**src/sv/dfc_pkg.sv**
```systemverilog
// shared constants, types and crc function for the datagram frame checker
`default_nettype none

package dfc_pkg;

    localparam int MAX_FRAME_BYTES = 65536;
    localparam int CNT_W           = $clog2(MAX_FRAME_BYTES + 1);
    localparam int HDR_BYTES       = 36;
    localparam int HDR_IDX_W       = $clog2(HDR_BYTES);

    localparam logic [31:0] FRAME_MAGIC   = 32'h3154_4E53;
    localparam logic [15:0] FRAME_VERSION = 16'd1;
    localparam logic [31:0] CRC32C_POLY   = 32'h82F6_3B78;
    localparam logic [31:0] CRC_INIT      = 32'hFFFF_FFFF;

    typedef enum logic [2:0] {
        ST_OK      = 3'd0,
        ST_SHORT   = 3'd1,
        ST_MAGIC   = 3'd2,
        ST_VERSION = 3'd3,
        ST_LENGTH  = 3'd4,
        ST_CRC     = 3'd5
    } status_t;

    typedef struct packed {
        logic        is_payload;
        logic [7:0]  payload_byte;
        logic        frame_end;
        logic [2:0]  status;
        logic [15:0] packet_kind;
        logic [31:0] stream_number;
        logic [63:0] sequence_number;
        logic [63:0] sender_node;
        logic [31:0] payload_length;
    } result_t;

    // reflected crc-32c, one byte, lsb first
    function automatic logic [31:0] crc32c_byte(input logic [31:0] crc_in,
                                                input logic [7:0]  data);
        logic [31:0] c;
        c = crc_in ^ {24'd0, data};
        for (int k = 0; k < 8; k++)
        begin
            c = c[0] ? ((c >> 1) ^ CRC32C_POLY) : (c >> 1);
        end
        return c;
    endfunction

endpackage

`default_nettype wire

```
**src/sv/dfc_result_buf.sv**
```systemverilog
// two-entry output buffer: result register plus skid stage
`default_nettype none

module dfc_result_buf
    import dfc_pkg::*;
(
    input  wire logic    clk,
    input  wire logic    rst_n,
    input  wire logic    push,
    input  wire result_t push_data,
    output logic         full,
    output logic         result_valid,
    input  wire logic    result_stall,
    output result_t      result_data
);

    logic    out_valid_reg;
    logic    skid_valid_reg;
    result_t out_reg;
    result_t skid_reg;
    logic    pop;

    assign pop          = out_valid_reg && !result_stall;
    assign full         = skid_valid_reg;
    assign result_valid = out_valid_reg;
    assign result_data  = out_reg;

    always_ff @(posedge clk or negedge rst_n)
    begin
        if (!rst_n)
        begin
            out_valid_reg  <= 1'b0;
            skid_valid_reg <= 1'b0;
        end
        else if (skid_valid_reg)
        begin
            if (pop)
            begin
                skid_valid_reg <= 1'b0;
            end
        end
        else if (push)
        begin
            if (out_valid_reg && !pop)
            begin
                skid_valid_reg <= 1'b1;
            end
            else
            begin
                out_valid_reg <= 1'b1;
            end
        end
        else if (pop)
        begin
            out_valid_reg <= 1'b0;
        end
    end

    // payload registers, no reset
    always_ff @(posedge clk)
    begin
        if (skid_valid_reg)
        begin
            if (pop)
            begin
                out_reg <= skid_reg;
            end
        end
        else if (push)
        begin
            if (out_valid_reg && !pop)
            begin
                skid_reg <= push_data;
            end
            else
            begin
                out_reg <= push_data;
            end
        end
    end

`ifndef SYNTHESIS
    a_skid_needs_out: assert property (@(posedge clk) disable iff (!rst_n)
        skid_valid_reg |-> out_valid_reg)
        else $error("skid stage holds an item while result register is empty");

    a_no_push_when_full: assert property (@(posedge clk) disable iff (!rst_n)
        push |-> !skid_valid_reg)
        else $error("item pushed while buffer is full");

    a_skid_only_on_stall: assert property (@(posedge clk) disable iff (!rst_n)
        $rose(skid_valid_reg) |-> $past(out_valid_reg && result_stall))
        else $error("skid stage loaded without a stalled result");

    a_skid_drains: assert property (@(posedge clk) disable iff (!rst_n)
        (skid_valid_reg && !result_stall) |=> (out_valid_reg && !skid_valid_reg))
        else $error("skid stage did not move into result register");
`endif

endmodule

`default_nettype wire

```
**src/sv/datagram_frame_check.sv**
```systemverilog
// top level: datagram header parse, payload pass-through and crc-32c check
//
//  channel  | valid         | stall         | fields
//  ---------+---------------+---------------+------------------------------------------
//  byte in  | byte_valid    | byte_stall    | data_byte, last_byte
//  result   | result_valid  | result_stall  | is_payload, payload_byte, frame_end,
//           |               |               | status, packet_kind, stream_number,
//           |               |               | sequence_number, sender_node, payload_length
//
// one byte item per cycle while byte_stall is low; the edge that takes a payload
// or last byte writes its result into the result register (offered from the
// next cycle on) or, when that one is stalled, into the skid stage; header decode
// and one-byte crc-32c are a single pass of logic in front of both registers
// rst_n clears the byte count, crc and buffer state; header bytes need no reset
// byte_stall rises only when both the result register and the skid stage hold
// an item, so one stalled result never blocks the next byte
`default_nettype none

module datagram_frame_check
    import dfc_pkg::*;
(
    input  wire logic        clk,
    input  wire logic        rst_n,
    input  wire logic        byte_valid,
    output logic             byte_stall,
    input  wire logic [7:0]  data_byte,
    input  wire logic        last_byte,
    output logic             result_valid,
    input  wire logic        result_stall,
    output logic             is_payload,
    output logic [7:0]       payload_byte,
    output logic             frame_end,
    output logic [2:0]       status,
    output logic [15:0]      packet_kind,
    output logic [31:0]      stream_number,
    output logic [63:0]      sequence_number,
    output logic [63:0]      sender_node,
    output logic [31:0]      payload_length
);

    // frame state
    logic [CNT_W-1:0] count_reg;
    logic [CNT_W-1:0] count_next;
    logic [31:0]      crc_reg;
    logic [31:0]      crc_next;
    logic [7:0]       hdr_reg  [HDR_BYTES];
    logic [7:0]       hdr_next [HDR_BYTES];

    logic             take;
    logic             buf_full;
    logic             below_max;
    logic             in_header;
    logic             pay;
    logic [CNT_W-1:0] count_upd;
    logic [CNT_W-1:0] pay_offset;
    logic [31:0]      len_old;
    logic [31:0]      crc_upd;
    logic             hdr_done;
    status_t          verdict;
    result_t          res;
    result_t          res_out;

    // header field views, taken after the current byte is written
    logic [31:0]      f_magic;
    logic [15:0]      f_version;
    logic [15:0]      f_kind;
    logic [31:0]      f_stream;
    logic [63:0]      f_seq;
    logic [63:0]      f_node;
    logic [31:0]      f_len;
    logic [31:0]      f_crc;

    assign take       = byte_valid && !byte_stall;
    assign byte_stall = buf_full;

    // byte position and payload window
    assign below_max  = count_reg < CNT_W'(MAX_FRAME_BYTES);
    assign in_header  = count_reg < CNT_W'(HDR_BYTES);
    assign pay_offset = count_reg - CNT_W'(HDR_BYTES);
    assign len_old    = {hdr_reg[31], hdr_reg[30], hdr_reg[29], hdr_reg[28]};
    assign pay        = below_max && !in_header
                        && ({{(32 - CNT_W){1'b0}}, pay_offset} < len_old);
    assign count_upd  = below_max ? (count_reg + CNT_W'(1)) : count_reg;
    assign crc_upd    = pay ? crc32c_byte(crc_reg, data_byte) : crc_reg;
    assign hdr_done   = count_upd >= CNT_W'(HDR_BYTES);

    // drop the incoming byte into its header slot
    always_comb
    begin
        for (int i = 0; i < HDR_BYTES; i++)
        begin
            hdr_next[i] = hdr_reg[i];
        end
        if (in_header)
        begin
            hdr_next[count_reg[HDR_IDX_W-1:0]] = data_byte;
        end
    end

    assign f_magic   = {hdr_next[3], hdr_next[2], hdr_next[1], hdr_next[0]};
    assign f_version = {hdr_next[5], hdr_next[4]};
    assign f_kind    = {hdr_next[7], hdr_next[6]};
    assign f_stream  = {hdr_next[11], hdr_next[10], hdr_next[9], hdr_next[8]};
    assign f_seq     = {hdr_next[19], hdr_next[18], hdr_next[17], hdr_next[16],
                        hdr_next[15], hdr_next[14], hdr_next[13], hdr_next[12]};
    assign f_node    = {hdr_next[27], hdr_next[26], hdr_next[25], hdr_next[24],
                        hdr_next[23], hdr_next[22], hdr_next[21], hdr_next[20]};
    assign f_len     = {hdr_next[31], hdr_next[30], hdr_next[29], hdr_next[28]};
    assign f_crc     = {hdr_next[35], hdr_next[34], hdr_next[33], hdr_next[32]};

    // verdict, first failing check wins
    always_comb
    begin
        priority if (!hdr_done)
        begin
            verdict = ST_SHORT;
        end
        else if (f_magic != FRAME_MAGIC)
        begin
            verdict = ST_MAGIC;
        end
        else if (f_version != FRAME_VERSION)
        begin
            verdict = ST_VERSION;
        end
        else if ({{(33 - CNT_W){1'b0}}, count_upd} != (33'(HDR_BYTES) + {1'b0, f_len}))
        begin
            verdict = ST_LENGTH;
        end
        else if ((crc_upd ^ CRC_INIT) != f_crc)
        begin
            verdict = ST_CRC;
        end
        else
        begin
            verdict = ST_OK;
        end
    end

    always_comb
    begin
        res.is_payload      = pay;
        res.payload_byte    = pay ? data_byte : 8'd0;
        res.frame_end       = last_byte;
        res.status          = last_byte ? verdict : ST_OK;
        res.packet_kind     = hdr_done ? f_kind   : 16'd0;
        res.stream_number   = hdr_done ? f_stream : 32'd0;
        res.sequence_number = hdr_done ? f_seq    : 64'd0;
        res.sender_node     = hdr_done ? f_node   : 64'd0;
        res.payload_length  = hdr_done ? f_len    : 32'd0;
    end

    // last byte clears the frame for the next datagram
    assign count_next = last_byte ? '0 : count_upd;
    assign crc_next   = last_byte ? CRC_INIT : crc_upd;

    always_ff @(posedge clk or negedge rst_n)
    begin
        if (!rst_n)
        begin
            count_reg <= '0;
            crc_reg   <= CRC_INIT;
        end
        else if (take)
        begin
            count_reg <= count_next;
            crc_reg   <= crc_next;
        end
    end

    // header bytes are always rewritten before they are read again
    always_ff @(posedge clk)
    begin
        if (take)
        begin
            for (int i = 0; i < HDR_BYTES; i++)
            begin
                hdr_reg[i] <= hdr_next[i];
            end
        end
    end

    dfc_result_buf u_result_buf (
        .clk          (clk),
        .rst_n        (rst_n),
        .push         (take && (pay || last_byte)),
        .push_data    (res),
        .full         (buf_full),
        .result_valid (result_valid),
        .result_stall (result_stall),
        .result_data  (res_out)
    );

    assign is_payload      = res_out.is_payload;
    assign payload_byte    = res_out.payload_byte;
    assign frame_end       = res_out.frame_end;
    assign status          = res_out.status;
    assign packet_kind     = res_out.packet_kind;
    assign stream_number   = res_out.stream_number;
    assign sequence_number = res_out.sequence_number;
    assign sender_node     = res_out.sender_node;
    assign payload_length  = res_out.payload_length;

`ifndef SYNTHESIS
    a_count_bound: assert property (@(posedge clk) disable iff (!rst_n)
        count_reg <= CNT_W'(MAX_FRAME_BYTES))
        else $error("byte count passed its bound");

    a_clear_after_last: assert property (@(posedge clk) disable iff (!rst_n)
        (take && last_byte) |=> (count_reg == '0 && crc_reg == CRC_INIT))
        else $error("frame state not cleared after last byte");

    a_no_payload_in_header: assert property (@(posedge clk) disable iff (!rst_n)
        pay |-> (count_reg >= CNT_W'(HDR_BYTES)))
        else $error("payload flagged inside header");
`endif

endmodule

`default_nettype wire
```
**config.mk**
```make
export PLATFORM = sky130hd
export DESIGN_NAME = datagram_frame_check
export DESIGN_NICKNAME = d
export VERILOG_FILES = /design/src/sv/dfc_pkg.sv /design/src/sv/dfc_result_buf.sv /design/src/sv/datagram_frame_check.sv
export SDC_FILE = /design/constraint.sdc
export NUM_CORES = 1
export LEC_CHECK = 0
export BUFFER_PORTS_ARGS = -buffer_cell sky130_fd_sc_hd__buf_2
export CORE_AREA = 4 4 290 292
export CTS_BUF_LIST = sky130_fd_sc_hd__clkbuf_16
export CTS_CLUSTER_DIAMETER = 150
export DETAILED_ROUTE_END_ITERATION = 16
export DIE_AREA = 0 0 294 296
export HOLD_SLACK_MARGIN = 0.15
export PLACE_DENSITY_LB_ADDON = 0.2
export SYNTH_ARGS = -nofsm -noshare
export SYNTH_HDL_FRONTEND = slang
export SYNTH_HIERARCHICAL = 1
export SYNTH_SLANG_ARGS = --single-unit
```
**constraint.sdc**
```tcl
create_clock -name clk -period 63 [get_ports clk]
set_input_delay 12.6 -clock clk [delete_from_list [all_inputs] [get_ports clk]]
set_output_delay 12.6 -clock clk [all_outputs]
set_load 0.1 [all_outputs]
```
# After elaboration in Yosys (flattened, before gate mapping)
# Memories as Yosys holds them, arrays and structs flattened.
# Cells that the tools add are included.
# word_totals
elab_cells	109
in_bits	13
ram_bits	288
mem_count	1
out_inout_bits	223
register_bits	493
# memory_table
memory	depth	word_bits	rd	rd_ports_with_merged_regs	write_ports	line	source
hdr_reg	36	8	36	0	36	datagram_frame_check.sv:46	logic [7:0] hdr_reg [HDR_BYTES];
# op_classes
eq_ne	7
n_mux	41
n_reduce_logical	17
n_lt_le_gt_ge	6
bitwise	12
add_sub_neg	3
# ops
cell	count
2-to-1 mux 221 bit	4
2-to-1 mux 32 bit	12
bitwise mux 288 bit	1
2-to-1 mux 288 bit	1
NOT 16 -> 17 bit	8
2-to-1 mux 64 bit	2
demux 8 bit (select 6 bit)	1
2-to-1 mux 17 bit	2
adder 6 x 32 -> 33 bit (first input constant)	1
inequality test 17 x 33 -> 1 bit	1
< comparator 17 x 32 -> 1 bit	1
inequality test 32 x 30 -> 1 bit (second input constant)	1
inequality test 32 bit	1
NOT 32 bit	1
bitwise XOR 32 x 8 -> 32 bit	1
2-to-1 mux 3 bit	6
adder 17 x 1 -> 17 bit (second input constant)	1
greater-or-equal comparator 17 x 6 -> 1 bit (second input constant)	1
< comparator 17 bit (second input constant)	1
< comparator 17 x 6 -> 1 bit (second input constant)	1
subtractor 17 x 6 -> 17 bit (second input constant)	1
2-to-1 mux 16 bit	1
2-to-1 mux 8 bit	2
inequality test 16 x 1 -> 1 bit (second input constant)	1
other kinds (12)	33

# Logic depth before layout (Yosys ltp)
# depth
ltp_word	29
mapped_depth	24
mapped_depth_nobuf	22

# Cells and area by module
# The synthesis kept the hierarchy.
# modules_own_cells
module	cells_each	n_inst	seq_area_each_um2	area_per_inst_um2
datagram_frame_check	1962	1	9914.5	20609.8
dfc_result_buf	700	1	13322.8	16648.5

# Least setup slack after synthesis
# Ideal clock, no wire load.
# synth_timing
path_type	input to register
startpoint	input last_byte
endpoint	register u_result_buf.out_reg, in the netlist u_result_buf/result_data[0] (enable)
cell_stages	5
t_arrival_ns	29.189
required_time_ns	61.860
path_buffers	1
setup_time_ns	1.140
path_slack_ns	32.671
path_cell_list	clkbuf_1 -> nor2_1 -> nor2_1 -> nand2b_1 -> a21boi_0
# synth_between
elab_chain_cells	4
# synth_lines
item	line	source
start, declared	datagram_frame_check.sv:27	input wire logic last_byte,
logical OR 1 bit	datagram_frame_check.sv:186	.push (take && (pay || last_byte)),
logical AND 1 bit	datagram_frame_check.sv:186	
nonzero test 2 bit (no source line)	--	
AND reduction 3 bit (no source line)	--	
end signal, assigned	dfc_result_buf.sv:66	out_reg <= skid_reg;
end signal, assigned	dfc_result_buf.sv:77	out_reg <= push_data;
end, declared	dfc_result_buf.sv:19	result_t out_reg;
# Every way passes these cells.
# A chain may end at the register's enable or synchronous reset.

==> run_results.csv <==
group,metric,value,unit
synthesis,synth_ff_type,"edfxtp_1",
timing,fin_skew,20.3,ps
drt,firstDrtPassIters,5,
setup_path,r2r-end,"u_result_buf/result_data[156]",
drt,drt_iter0_markers,1840,
cts,post_cts_resized,0,
cts,cts_buffers,84,
synthesis,yosys.area.top_type,"edfxtp_1",
finish,seq_area,23200,um^2
floorplan,die_w,294,um
timing,hold_violations,0,
synthesis,ys_ff_latch,781,
floorplan,coreArea,81600,um^2
cts,post-cts-setup-buffers,0,
cts,cts_tree,"built",
grt,grt_pass1_wl,143000,um
timing,slew_viol_final,0,
synthesis,ys_top_cells_by_area,"edfxtp_1 (59%), mux2_2 (7.6%), mux2_4 (5.9%)",
floorplan,die_area,87000,um^2
finish,largest_reg_flops,288,
setup_path,endpoint_kind,"flip-flop",
finish,fin_nets,2900,
run,drv_cap,0,
floorplan,start_util,45.7,%
timing,tns,0,ps
timing,tightest_slew,1390,ps
finish,n_antenna_cell,0,
finish,multi_input_area,13000,um^2
drt,post_drt_wl_per_cell,24.0,um
place,post-dp-hpwl,62400,um
synthesis,avgSynthCellArea,14.0,um^2
cts,clkTransAtPathRegs,60,ps
finish,fin_util,51.5,%
synthesis,yosysUniqueCellTypes,89,
drt,num_vias,22443,
floorplan,fp.dieH,296,um
timing,setup_viol,0,
timing,fmax,60.4,MHz
setup_path,required,63370,ps
setup_path,reg2reg_setup_slack,55020,ps
synthesis,synth_edf_count,730,
grt,grtUsageTotal,21.6,%
setup_path,path_class,"input port to flip-flop",
drt,via_per_inst,5.61,
cts,clock_path_buffers,3,
setup_path,startpoint_type,"input port",
synthesis,yosys-top-cells-count,"edfxtp_1 (730), nand2_1 (259), mux2_2 (253)",
place,portBuffers,235,
setup_path,r2r_start,"count_reg[3]",
synthesis,ys_seq_area_share,62.4,%
grt,grt-ovfl-total,0,
finish,n_fill_cell,6922,
drt,antenna_left,0,
finish,area_delta_synth_final,12.7,%
setup_path,worst-r2r-cell-count,20,
status,status,"completed",
cts,clock_latency,630,ps
finish,drive_above_1_share,29.1,%
drt,drc,0,
place,dp_cells,3851,
floorplan,ioPinCount,236,
drt,routed_wl,95900,um
worst_hold_path,whs_path_depth,2,
pwr,vdd_drop_max,33.0,uV
synthesis,synthCells,2662,
timing,post-route-period-util,26.3,%
worst_hold_path,worstHoldStart,"hdr_reg[4][18]",
synthesis,postSynth.asyncResetShare,6.53,%
setup_path,cp_max_fo,45,
synthesis,synth_top_area_share,58.8,%
synthesis,syn_nets,2695,
grt,grt_max_degree,185,
timing,rsz0062_at_grt,"no",
grt,grt_pass1_vias,22319,
worst_hold_path,worstHoldEndpoint,"hdr_reg[4][18]",
floorplan,rows,105,
synthesis,netlist_area,37300,um^2
timing,slew_headroom,7.42,%
synthesis,ys_warn_count,6,
finish,final_cell_count_no_fill,4002,
setup_path,crit_arrival,16910,ps
cts,cts_root_buffer,"clkbuf_16",
timing,period_needed,16550,ps
cts,hold_buffers,0,
cts,cts.sink_count,781,
cts,h-tree-depth,3,
worst_hold_path,hold_class,"flip-flop to flip-flop",
pwr,p_total,2.00,mW
pwr,p_per_area,47.6,nW/um^2
place,gp_congestion,0.882,
grt,antenna_found_initial,4,
pwr,p_leak,15.3,nW
synthesis,synth.most_common_cell,"edfxtp_1",
-- cell families (layout without fill, tap and decap cells) --
kind of cell / after synthesis / after routing / share of synthesized area, %
AOI/OAI and AO/OA: 308 / 308 / 5.12
xor gates and xnor gates: 178 / 178 / 4.71
adders and majority gates: 20 / 20 / 0.672
buffers and inverters: 223 / 493 / 2.78
DFF: 781 / 781 / 62.4
muxes: 445 / 445 / 14.8
and+or+nand+nor: 707 / 707 / 9.55
-- worst max-delay path by stage --
| stage | cells after the start | start | slack (ps) | to |
|---|---|---|---|---|
| 3_3_place_gp | 14 | data_byte[7] | 45950 | u_result_buf/result_data[210] |
| 6_report | 16 | data_byte[2] | 46450 | u_result_buf/result_data[210] |
| 5_1_grt | 16 | data_byte[2] | 46160 | u_result_buf/result_data[210] |
| 3_5_place_dp | 16 | data_byte[2] | 45850 | u_result_buf/result_data[210] |
| 4_1_cts | 16 | data_byte[2] | 46500 | u_result_buf/result_data[210] |
| 2_1_floorplan | 5 | last_byte | 32670 | u_result_buf/result_data[0] |
-- where the power goes --
group          internal, mW  total, mW  switching [mW]  leakage, nW
logic                 0.211      0.753           0.542         6.44
clock network         0.278      0.479           0.201         1.38
registers             0.713      0.767          0.0548         7.52
total                  1.20       2.00           0.797         15.3
-- worst max-delay path, stage by stage --
cell       delay [ps]
buf_2             110
buf_4             650
mux2i_1           280
inv_1             150
ha_1              260
a21oi_1           120
nor2_1             90
a21boi_0          350
o22a_1            270
nand3b_1          280
a311o_1           420
a2111oi_0         430
nand4_1           300
nor2_1            180
nor4b_1            80
mux2_4            310
-- cell usage in the layout (no fill, tap or decap), types with 14 or more instances in the layout --
cell type / instances
dfrtp_1: 18
o22ai_1: 14
clkinv_1: 20
edfxtp_1: 730
clkbuf_16: 87
ha_1: 20
nor2_1: 100
xor2_1: 53
a21oi_1: 127
mux2_2: 253
and2_1: 17
mux2i_1: 43
nand3_1: 47
buf_4: 29
o21ai_0: 68
buf_2: 235
and3_1: 20
nor3_1: 28
dfstp_2: 32
nor2b_1: 126
nor4_1: 21
nand4_1: 25
inv_1: 92
nand2_1: 259
xnor2_1: 109
mux2_4: 147
-- area by class of cell --
class,count,area share [%]
Clock inverter,64,1.17
Sequential cell,781,55.3
Tap cell,1070,3.19
Multi-Input combinational cell,1658,31.0
Inverter,76,0.697
Clock buffer,87,5.18
Timing Repair Buffer,266,3.41
-- through the flow --
stage / instance area [um^2] / hold slack [ps] / setup slack (ps)
floorplan: 37300 / 494 / 32670
global placement: 39300 / 515 / 45950
detailed placement: 39300 / 522 / 45850
CTS: 42000 / 534 / 46500
global route: 42000 / 546 / 46160
finish: 42000 / 532 / 46450
-- layer usage --
metal	vias up	GRT usage, %	wire length [um]
li1	10273	-	-
met1	11337	30.7	43100
met2	690	34.8	45100
met3	143	3.49	5660
met4	0	5.39	2070
met5	-	0	0
No activity file was read; power rests on OpenSTA's default activity.
